**src/design/gtg_pkg.sv**
```systemverilog
// Package: shared types, constants and arctangent table for the go-to-goal controller.
package gtg_pkg;
	localparam int CORDIC_STEPS = 16;
	localparam int STEP_W = $clog2(CORDIC_STEPS + 1);
	localparam int CW = 36;
	localparam int ZW = 32;
	localparam logic signed [ZW-1:0] HALF_PI_Q29 = 32'sd843314857;
	localparam logic signed [17:0] PI_Q13 = 18'sd25736;
	localparam logic signed [17:0] TWO_PI_Q13 = 18'sd51472;
	localparam logic [29:0] INV_GAIN_Q30 = 30'd652032874;

	typedef enum logic [1:0] {
		MODE_STOP = 2'd0,
		MODE_MOVE = 2'd1,
		MODE_ROT  = 2'd2,
		MODE_RSV  = 2'd3
	} mode_t;

	typedef enum logic [2:0] {
		CFG_TOL   = 3'd0,
		CFG_MAXL  = 3'd1,
		CFG_MINL  = 3'd2,
		CFG_HGAIN = 3'd3,
		CFG_AGAIN = 3'd4,
		CFG_SPIN  = 3'd5,
		CFG_THR   = 3'd6,
		CFG_NONE  = 3'd7
	} cfg_idx_t;

	typedef enum logic [3:0] {
		ST_IDLE, ST_GOAL, ST_PRE, ST_ITER, ST_MUL1, ST_MUL2, ST_SUM, ST_LIN,
		ST_ERR, ST_FIN, ST_OUT
	} state_t;

	typedef struct packed {
		logic load;
		logic goal;
		logic pre;
		logic iter;
		logic mul1;
		logic mul2;
		logic sum;
		logic lin;
		logic err;
		logic fin;
	} cmd_t;

	typedef struct packed {
		logic is_goal;
		logic active;
		logic iter_done;
	} sts_t;

	function automatic logic [ZW-1:0] atan_q29(input logic [4:0] i);
		logic [ZW-1:0] r;
		begin
			unique case (i)
				5'd0: r = 32'd421657428;
				5'd1: r = 32'd248918915;
				5'd2: r = 32'd131521918;
				5'd3: r = 32'd66762579;
				5'd4: r = 32'd33510843;
				5'd5: r = 32'd16771758;
				5'd6: r = 32'd8387925;
				5'd7: r = 32'd4194219;
				5'd8: r = 32'd2097141;
				5'd9: r = 32'd1048575;
				5'd30, 5'd31: r = 32'd0;
				default: r = 32'd1 << (5'd29 - i);
			endcase
			atan_q29 = r;
		end
	endfunction
endpackage

```
**src/design/gtg_ctrl.sv**
```systemverilog
// Controller: sequences one item through the datapath.
module gtg_ctrl (
	input  logic            clk,
	input  logic            arst_n,
	input  logic            in_valid,
	output logic            in_stall,
	output logic            out_valid,
	input  logic            out_stall,
	input  gtg_pkg::sts_t   sts,
	output gtg_pkg::cmd_t   cmd
);
	import gtg_pkg::*;

	state_t state_q, state_nx;

	always_ff @(posedge clk or negedge arst_n) begin
		if (!arst_n) state_q <= ST_IDLE;
		else state_q <= state_nx;
	end

	always_comb begin
		state_nx = state_q;
		unique case (state_q)
			ST_IDLE: if (in_valid) state_nx = ST_GOAL;
			ST_GOAL: begin
				if (sts.is_goal) state_nx = ST_IDLE;
				else if (!sts.active) state_nx = ST_FIN;
				else state_nx = ST_PRE;
			end
			ST_PRE:  state_nx = ST_ITER;
			ST_ITER: if (sts.iter_done) state_nx = ST_MUL1;
			ST_MUL1: state_nx = ST_MUL2;
			ST_MUL2: state_nx = ST_SUM;
			ST_SUM:  state_nx = ST_LIN;
			ST_LIN:  state_nx = ST_ERR;
			ST_ERR:  state_nx = ST_FIN;
			ST_FIN:  state_nx = ST_OUT;
			ST_OUT:  if (!out_stall) state_nx = ST_IDLE;
			default: state_nx = ST_IDLE;
		endcase
	end

	always_comb begin
		cmd = '0;
		in_stall = (state_q != ST_IDLE);
		out_valid = (state_q == ST_OUT);
		cmd.load = (state_q == ST_IDLE) && in_valid;
		cmd.goal = (state_q == ST_GOAL);
		cmd.pre = (state_q == ST_PRE);
		cmd.iter = (state_q == ST_ITER);
		cmd.mul1 = (state_q == ST_MUL1);
		cmd.mul2 = (state_q == ST_MUL2);
		cmd.sum = (state_q == ST_SUM);
		cmd.lin = (state_q == ST_LIN);
		cmd.err = (state_q == ST_ERR);
		cmd.fin = (state_q == ST_FIN);
	end
endmodule

```
**config.mk**
```make
export PLATFORM = sky130hd
export DESIGN_NAME = gtg_ctrl
export DESIGN_NICKNAME = d
export VERILOG_FILES = /design/src/design/gtg_pkg.sv /design/src/design/gtg_ctrl.sv
export SDC_FILE = /design/constraint.sdc
export NUM_CORES = 1
export LEC_CHECK = 0
export BUFFER_PORTS_ARGS = -buffer_cell sky130_fd_sc_hd__buf_2
export CORE_AREA = 2 2 39 41
export DETAILED_ROUTE_END_ITERATION = 7
export DIE_AREA = 0 0 41 43
export MAX_ROUTING_LAYER = met4
export PLACE_DENSITY = 0.59
export RECOVER_POWER = 100
export SETUP_SLACK_MARGIN = 0.4
export SYNTH_ARGS = -nofsm -noshare
export SYNTH_HDL_FRONTEND = slang
export SYNTH_SLANG_ARGS = --single-unit
```
**constraint.sdc**
```tcl
create_clock -name clk -period 1.5 [get_ports clk]
set_input_delay 0.375 -clock clk [delete_from_list [all_inputs] [get_ports clk]]
set_output_delay 0.375 -clock clk [all_outputs]
set_load 0.01 [all_outputs]
```
==> reports/metrics.yaml, run 1 <==
post_drt_wl_per_cell_um: 12.3
reg2reg_from: "state_q[3]"
worstReg2RegEnd: "state_q[0]"
drive_gt1_share_pct: 75.9
synth_nets: 55
grt.met2_usage_pct: 26.6
worst_ep_arrival_time_ns: 1.22
layout.cells.non_filler: 103
die_w_um: 41
skew_ns: 0.00215
fmax_mhz: 625
floorplan.initialDensity_pct: 25.9
stdcell_area_sq_um: 790
synth_seq_cells: 4
path_max_fanout: 6
diodes: 0
tightest_slew_ns: 0.230
dr.pass1.iters: 4
hpwl_um: 794
fillers: 122
cp-start-kind: "register"
viasPerCell: 4.91
max_flop_register: "state_q"
vdd_drop_max_v: 0.000891
cts_tree: "yes"
rsz0062_at_grt: "true"
max_cap_viol_count: 0
syn_inst: 48
die_h_um: 43
met1_usage_pct: 21.6
dieArea_sq_um: 1760
ant_nets: 0
drc: 0
antenna_found_initial: 0
min_path_type: "input port to asynchronous set/reset pin"
largest_reg_flops: 4
gr-total-overflow: 0
dr.first_iter.drc_count: 4
area_growth_pct: 121
track_usage_pct: 17.5
synth_area_sq_um: 358
ctsLongestPathBuffers: 2
numPortBuffers: 18
yosysWarnings: 0
clock_latency_ns: 0.24
min_period_ns: 1.60
final_core_util_pct: 57.1
htreeDepth: 1
setup_violations: 10
status: "finished, violations left"
syn_avg_cell_area_sq_um: 7.46
cts-buffers-inserted: 3
grtUsageMet3_pct: 4.71
ios: 19
grt_pass1_wl_mm: 2.01
cp-end-kind: "output port"
rows: 14
nNetsFinal: 96
setup_ws_ns: -0.0992
setup_tns_ns: -0.538
rrSetupSlack_ns: 0.04
grt_max_degree: 8
p_per_area_nw_per_um2: 2230
finalHoldViolations: 0
dp_cells: 87
reg2regPathDepth: 5
crit_type: "register to output port"
relSlewSlack_pct: 84.7
postPlaceCellArea_sq_um: 574
cts.sinks: 4
violations: "setup timing"
cts_root_buf: "clkbuf_4"
required_ns: 1.12
largestRegisters: "state_q (4)"
grt_pass1_vias: 467
gp_congestion: 0.719
leakage_nw: 0.370
core_area_sq_um: 1380
fin_total_pwr_mw: 1.76
finalCritPeriodShare_pct: 107
ys_seq_area_share_pct: 28.0
synth_cell_types: 23
clk_pin_slew_ns: 0.04
busiest_layer: "met2"
vias: 506
wirelength_mm: 1.27
drv_slew: 0
==> timing repair <==
item                                    in CTS  in global routing
hold buffers                                 1                  0
hold endpoints to repair                     4                  0
setup buffers                               10                  2
endpoints found under the setup margin      15                 16
gates resized for setup                     15                  7
pin swaps                                    8                  9
==> critical path, cell delays in order, from the launching register on <==
cell,delay [ns]
dfrtp_2,0.47
buf_4,0.17
nor3_4,0.19
buf_2,0.16
==> per-stage QoR <==
| stage | hold slack [ns] | worst slack (ns) |
|---|---|---|
| global route | 0.510 | -0.147 |
| global placement | 0.183 | 0.0644 |
| floorplan | 0.0794 | 0.206 |
| detailed placement | 0.183 | 0.0693 |
| finish | 0.492 | -0.0992 |
| CTS | 0.471 | -0.0913 |
==> power breakdown <==
part | switching (mW) | internal [mW]
combinational | 0.607 | 0.742
sequential | 0.105 | 0.171
clock | 0.0438 | 0.0894
total | 0.756 | 1.00
==> cells in the final DEF (no fill, tap or decap), types with 2 or more instances in the layout <==
cell type / instances
buf_2: 15
buf_4: 14
buf_6: 8
nor2_1: 4
dfrtp_2: 4
nand2b_4: 3
nor3_4: 3
nor2_2: 3
nand2_1: 3
clkbuf_4: 3
nor2_4: 2
nor3_2: 2
inv_1: 2
a21oi_2: 2
==> routing by layer <==
layer	up-vias	share of wire, %
li1	249	-
met3	4	3.6
met4	0	2.1
met1	240	42
met2	13	53
met5	-	0
==> final cells by class <==
type / instances / area [sq um] / area share, %
clock buffers: 3 / 22.5 / 2.85
multi-input cells: 38 / 330 / 41.8
flip-flops and latches: 4 / 105 / 13.3
well taps: 16 / 20.0 / 2.54
repair buffers: 40 / 304 / 38.5
inverters: 2 / 7.51 / 0.951
==> worst max-delay path by stage <==
stage,from,endpoint,slack (ns),cells after the start
after floorplan,state_q[3],cmd[5],0.21,3
after global placement,state_q[3],out_valid,0.06,3
after detailed placement,state_q[2],out_valid,0.07,3
after CTS,state_q[0],cmd[7],-0.09,3
after global routing,state_q[2],out_valid,-0.15,3
final,state_q[3],cmd[6],-0.1,3
==> cells in the mapped netlist, drive strengths merged <==
cell type / number / area, sq um
a21oi: 3 / 15.0
a22o: 1 / 8.76
a22oi: 1 / 12.5
a31oi: 1 / 6.26
and3: 1 / 6.26
buf: 4 / 26.3
dfrtp: 4 / 100
inv: 2 / 7.51
nand2: 4 / 15.0
nand2b: 3 / 18.8
nor2: 9 / 38.8
nor3: 6 / 30.0
o21a: 1 / 7.51
o21ai: 2 / 13.8
o22a: 1 / 8.76
o22ai: 1 / 6.26
o31a: 1 / 8.76
o32ai: 1 / 8.76
or2b: 1 / 7.51
or3: 1 / 11.3
==> logic make-up (layout without fill, tap and decap cells) <==
group	Yosys count	in the layout	synth area share, %
buffers and inverters	6	45	9.44
DFF	4	4	28.0
AOI/OAI and AO/OA	13	13	26.9
and+or+nand+nor	25	25	35.7
(Power assumes the default switching activity.)
==> inputs of run 2 (changes only) <==
--- a/config.mk
+++ b/config.mk
@@ -10,7 +10,7 @@
 export DETAILED_ROUTE_END_ITERATION = 7
 export DIE_AREA = 0 0 41 43
 export MAX_ROUTING_LAYER = met4
-export PLACE_DENSITY = 0.59
+export PLACE_DENSITY = 0.61
 export RECOVER_POWER = 100
 export SETUP_SLACK_MARGIN = 0.4
 export SYNTH_ARGS = -nofsm -noshare
==> constraint.sdc (replaced) <==
create_clock -name clk -period 1.5 [get_ports clk]
set_input_delay 0.075 -clock clk [delete_from_list [all_inputs] [get_ports clk]]
set_output_delay 0.075 -clock clk [all_outputs]
set_load 0.01 [all_outputs]
==> run 2 against run 1 <==
The flow now finishes without violations. Cell area is 18% lower. Clock skew is 0.0034 ns higher. Sequential power hardly changed. Critical path type unchanged. Largest cell class unchanged. Largest power group unchanged.
==> reports/metrics.yaml, run 2 (synthesis results as in run 1) <==
reg2regPathDepth: 5
max_cap_viol_count: 0
layout_commonest_cell: "buf_2"
post_drt_wl_per_cell_um: 11.5
setup_violations: 0
track_usage_pct: 15.9
grt_pass1_vias: 449
critPathMaxStageDelay_ns: 0.44
largestRegisters: "state_q (4)"
rows: 14
layout.cells.non_filler: 96
dr.first_iter.drc_count: 5
regArea_sq_um: 103
viasPerCell: 4.95
gp_congestion: 0.845
dieArea_sq_um: 1760
skew_ns: 0.00557
final_cell_mix: "buf_2, clkbuf_1, buf_4"
min_path_cells: 3
cp-end-kind: "output port"
gr-total-overflow: 0
worst_ep_arrival_time_ns: 1.28
ant_nets: 0
busiest_layer: "met2"
stdcell_area_sq_um: 649
clock_latency_ns: 0.24
rrSetupSlack_ns: 0.18
max_flop_register: "state_q"
relSlewSlack_pct: 78.3
required_ns: 1.42
numPortBuffers: 18
tightest_slew_ns: 0.325
area_growth_pct: 81.5
final_core_util_pct: 46.9
largest_reg_flops: 4
grt_pass1_wl_mm: 1.79
htreeDepth: 1
die_w_um: 41
floorplan.initialDensity_pct: 25.9
crit_chain: "or2b_1 -> nor3_1 -> clkbuf_1"
diodes: 0
cts-buffers-inserted: 3
rsz0062_at_grt: "true"
ios: 19
vias: 475
dr.pass1.iters: 4
p_per_area_nw_per_um2: 2180
min_period_ns: 1.36
hpwl_um: 719
finalHoldViolations: 0
grtUsageMet3_pct: 6.28
drc: 0
setup_tns_ns: 0
ctsLongestPathBuffers: 2
grt.met2_usage_pct: 26.3
worstReg2RegEnd: "state_q[0]"
wirelength_mm: 1.11
antenna_found_initial: 0
cp-start-kind: "register"
fillers: 146
hp-start: "out_stall"
status: "completed"
dp_cells: 81
multiInputGateArea_sq_um: 274
critical_path.slowest_cell: "dfrtp_1"
cts_root_buf: "clkbuf_4"
cts_tree: "yes"
fmax_mhz: 736
grt_max_degree: 9
reg2reg_from: "state_q[1]"
drv_slew: 0
crit_type: "register to output port"
min_to: "state_q[1]"
core_area_sq_um: 1380
drive_gt1_share_pct: 51.2
die_h_um: 43
clk_pin_slew_ns: 0.04
leakage_nw: 0.293
vdd_drop_max_v: 0.00113
met1_usage_pct: 16.1
min_path_type: "input port to register"
cts.sinks: 4
path_max_fanout: 8
finalCritPeriodShare_pct: 90.5
postPlaceCellArea_sq_um: 464
nNetsFinal: 89
[run 2: cell types whose count changed in the layout (fill, tap and decap cells not counted), sizes merged]
| cell | change |
|---|---|
| buf | -15 |
| clkbuf | +8 |
[run 2: timing repair]
item | 4_1_cts | 5_1_grt
endpoints found under the setup margin | 15 | 16
pin swaps | 9 | 2
hold buffers | 1 | 0
buffers inserted | 10 | 1
gates resized for setup | 17 | 2
endpoints found under the hold margin | 4 | 0
[run 2: worst max path at each step]
stage / end / depth (start not counted) / slack (ns) / startpoint
after CTS: cmd[8] / 4 / 0.19 / state_q[1]
after global placement: state_q[0] / 4 / 0.20 / state_q[1]
after detailed placement: state_q[0] / 4 / 0.17 / state_q[1]
after global routing: cmd[7] / 3 / 0.07 / state_q[0]
final: cmd[7] / 3 / 0.14 / state_q[0]
after floorplan: state_q[0] / 5 / 0.25 / state_q[1]
[run 2: stage by stage]
step                setup slack, ns  hold slack (ns)  total power [mW]
detailed placement            0.171           -0.116             0.905
global route                 0.0660            0.191              1.53
global placement              0.197           -0.117             0.901
finish                        0.142            0.193              1.42
floorplan                     0.254           -0.221             0.725
CTS                           0.188            0.172              1.40
[run 2: power by group]
part,internal [mW],switching [mW],leakage (nW)
clock,0.0894,0.0436,0.0138
sequential,0.166,0.110,0.0474
combinational,0.544,0.465,0.232
total,0.799,0.619,0.293
[run 2: cell type report]
class                   instances  share of cell area, %
repair buffers                 33                   34.3
well taps                      16                   3.08
multi-input cells              38                   42.2
flip-flops and latches          4                   15.8
inverters                       2                   1.16
clock buffers                   3                   3.47
[run 2: worst max-delay path: cells and delay by family (launching register included)]
family                 cells  cell delay (ns)
flip-flops                 1             0.44
AND/OR/NAND/NOR            2             0.44
buffers and inverters      1             0.17
[run 2: metal layers]
metal  up-vias  wire length (um)
met5         -                 0
met4         0                15
met3         5                71
met2        17               567
met1       217               453
li1        236                 -
==> inputs of run 3 (changes only) <==
--- a/config.mk
+++ b/config.mk
@@ -11,8 +11,9 @@
 export DIE_AREA = 0 0 41 43
 export MAX_ROUTING_LAYER = met4
 export PLACE_DENSITY = 0.61
-export RECOVER_POWER = 100
+export RECOVER_POWER = 50
 export SETUP_SLACK_MARGIN = 0.4
+export SKIP_CTS_REPAIR_TIMING = 1
 export SYNTH_ARGS = -nofsm -noshare
 export SYNTH_HDL_FRONTEND = slang
 export SYNTH_SLANG_ARGS = --single-unit
==> constraint.sdc (replaced) <==
create_clock -name clk -period 1.8 [get_ports clk]
set_input_delay 0.09 -clock clk [delete_from_list [all_inputs] [get_ports clk]]
set_output_delay 0.09 -clock clk [all_outputs]
set_load 0.01 [all_outputs]
==> run 3 against run 2 <==
Cell count is 3.1% lower. Critical path depth unchanged. Die area did not move. Core utilization decreased by 6.9 points. Sequential power shrank 19%. Clock power is 13% lower. Via count decreased by 3.6%. Clock skew is 0.0022 ns lower. Critical path type unchanged.
==> reports/metrics.yaml, run 3 (synthesis results as in run 1) <==
status: "completed"
max_flop_register: "state_q"
hpwl_um: 670
grt_max_degree: 14
setup_violations: 0
cts_tree: "yes"
min_period_ns: 1.40
antenna_found_initial: 0
track_usage_pct: 12.8
drc: 0
largest_reg_flops: 4
ios: 19
cts-buffers-inserted: 3
crit_type: "register to output port"
floorplan.initialDensity_pct: 25.9
die_h_um: 43
tightest_slew_ns: 0.304
rsz0062_at_grt: "true"
dr.pass1.iters: 4
gp_congestion: 0.792
nNetsFinal: 86
setup_tns_ns: 0
drv_slew: 0
vias: 458
gr-total-overflow: 0
largestRegisters: "state_q (4)"
grt_pass1_vias: 348
max_cap_viol_count: 0
cts.sinks: 4
dr.first_iter.drc_count: 10
vdd_drop_max_v: 0.000880
wirelength_mm: 1.11
intPower_mw: 0.539
ant_nets: 0
switching_share_pct: 46.2
layout_commonest_cell: "buf_2"
cp-start-kind: "register"
cts_root_buf: "clkbuf_4"
leakage_nw: 0.276
fmax_mhz: 713
worst_ep_arrival_time_ns: 1.31
seq_power_share_pct: 22.4
skew_ns: 0.00339
core_area_sq_um: 1380
area_growth_pct: 54.9
cp-end-kind: "output port"
path_max_fanout: 10
numPortBuffers: 18
diodes: 0
drive_gt1_share_pct: 46.8
die_w_um: 41
ctsLongestPathBuffers: 2
viasPerCell: 4.92
min_path_type: "input port to asynchronous set/reset pin"
rows: 14
finalHoldViolations: 0
p_switching_mw: 0.463
finalCritPeriodShare_pct: 77.9
p_per_area_nw_per_um2: 1810
required_ns: 1.71
final_cell_mix: "buf_2, buf_4, nor2_1"
htreeDepth: 1
grt_pass1_wl_mm: 1.43
clk_pin_slew_ns: 0.04
comb_power_share_pct: 66.0
relSlewSlack_pct: 79.8
postPlaceCellArea_sq_um: 442
dieArea_sq_um: 1760
post_drt_wl_per_cell_um: 11.9
clock_latency_ns: 0.24
stdcell_area_sq_um: 554
pwr-share-clk_pct: 11.6
run 3: changes by cell type in the layout (fill, tap and decap cells not counted), moves of 3 or more:
| cell | change |
|---|---|
| buf_2 | +5 |
| buf_6 | -5 |
| clkbuf_1 | -5 |
| nand2b_4 | -3 |
run 3: cell type report:
cell class,count,area [sq um]
Timing Repair Buffer,30,173
Fill cell,160,830
Sequential cell,4,103
Tap cell,16,20.0
Clock buffer,3,22.5
Multi-Input combinational cell,38,229
Inverter,2,7.51
run 3: through the flow:
| step | util, % | hold WS [ns] | std cells | power [mW] | worst slack [ns] |
|---|---|---|---|---|---|
| finish | 40.1 | 0.209 | 93 | 1.00 | 0.397 |
| global route | 40.1 | 0.201 | 93 | 1.10 | 0.276 |
| CTS | 33.5 | -0.356 | 81 | 0.830 | 0.289 |
| detailed placement | 31.9 | -0.100 | 78 | 0.707 | 0.444 |
| global placement | 31.9 | -0.102 | 78 | 0.706 | 0.464 |
| floorplan | - | -0.206 | 48 | 0.604 | 0.523 |
run 3: worst paths after layout:
check	from	endpoint	slack (ns)	depth (start not counted)
max	state_q[3]	cmd[9]	0.40	3
min in group clk	out_stall	state_q[1]	0.22	3
max reg2reg	state_q[3]	state_q[0]	0.46	3
max in group asynchronous	arst_n	state_q[2]	1.39	2
min	arst_n	state_q[0]	0.21	2
min reg2reg	state_q[2]	state_q[2]	0.66	2
run 3: power by group through the flow:
stage,registers (mW),clock network (mW),logic (mW)
global placement,0.256,0,0.451
CTS,0.255,0.120,0.454
finish,0.225,0.116,0.661
detailed placement,0.256,0,0.452
floorplan,0.158,0,0.446
global route,0.234,0.136,0.731
run 3: worst max-delay path: stages, from the launching register on:
cell and delay, ns:
dfrtp_1 0.48, nor2_1 0.28, and3_1 0.19, buf_2 0.12
run 3: metal layers:
metal / part of all wire (%) / vias to the layer above / GRT usage [%] / wire length (um)
li1: - / 225 / - / -
met1: 43 / 209 / 16.0 / 482
met2: 48 / 21 / 16.9 / 535
met3: 6.8 / 3 / 4.71 / 76
met4: 1.5 / 0 / 8.00 / 17
met5: 0 / - / - / 0
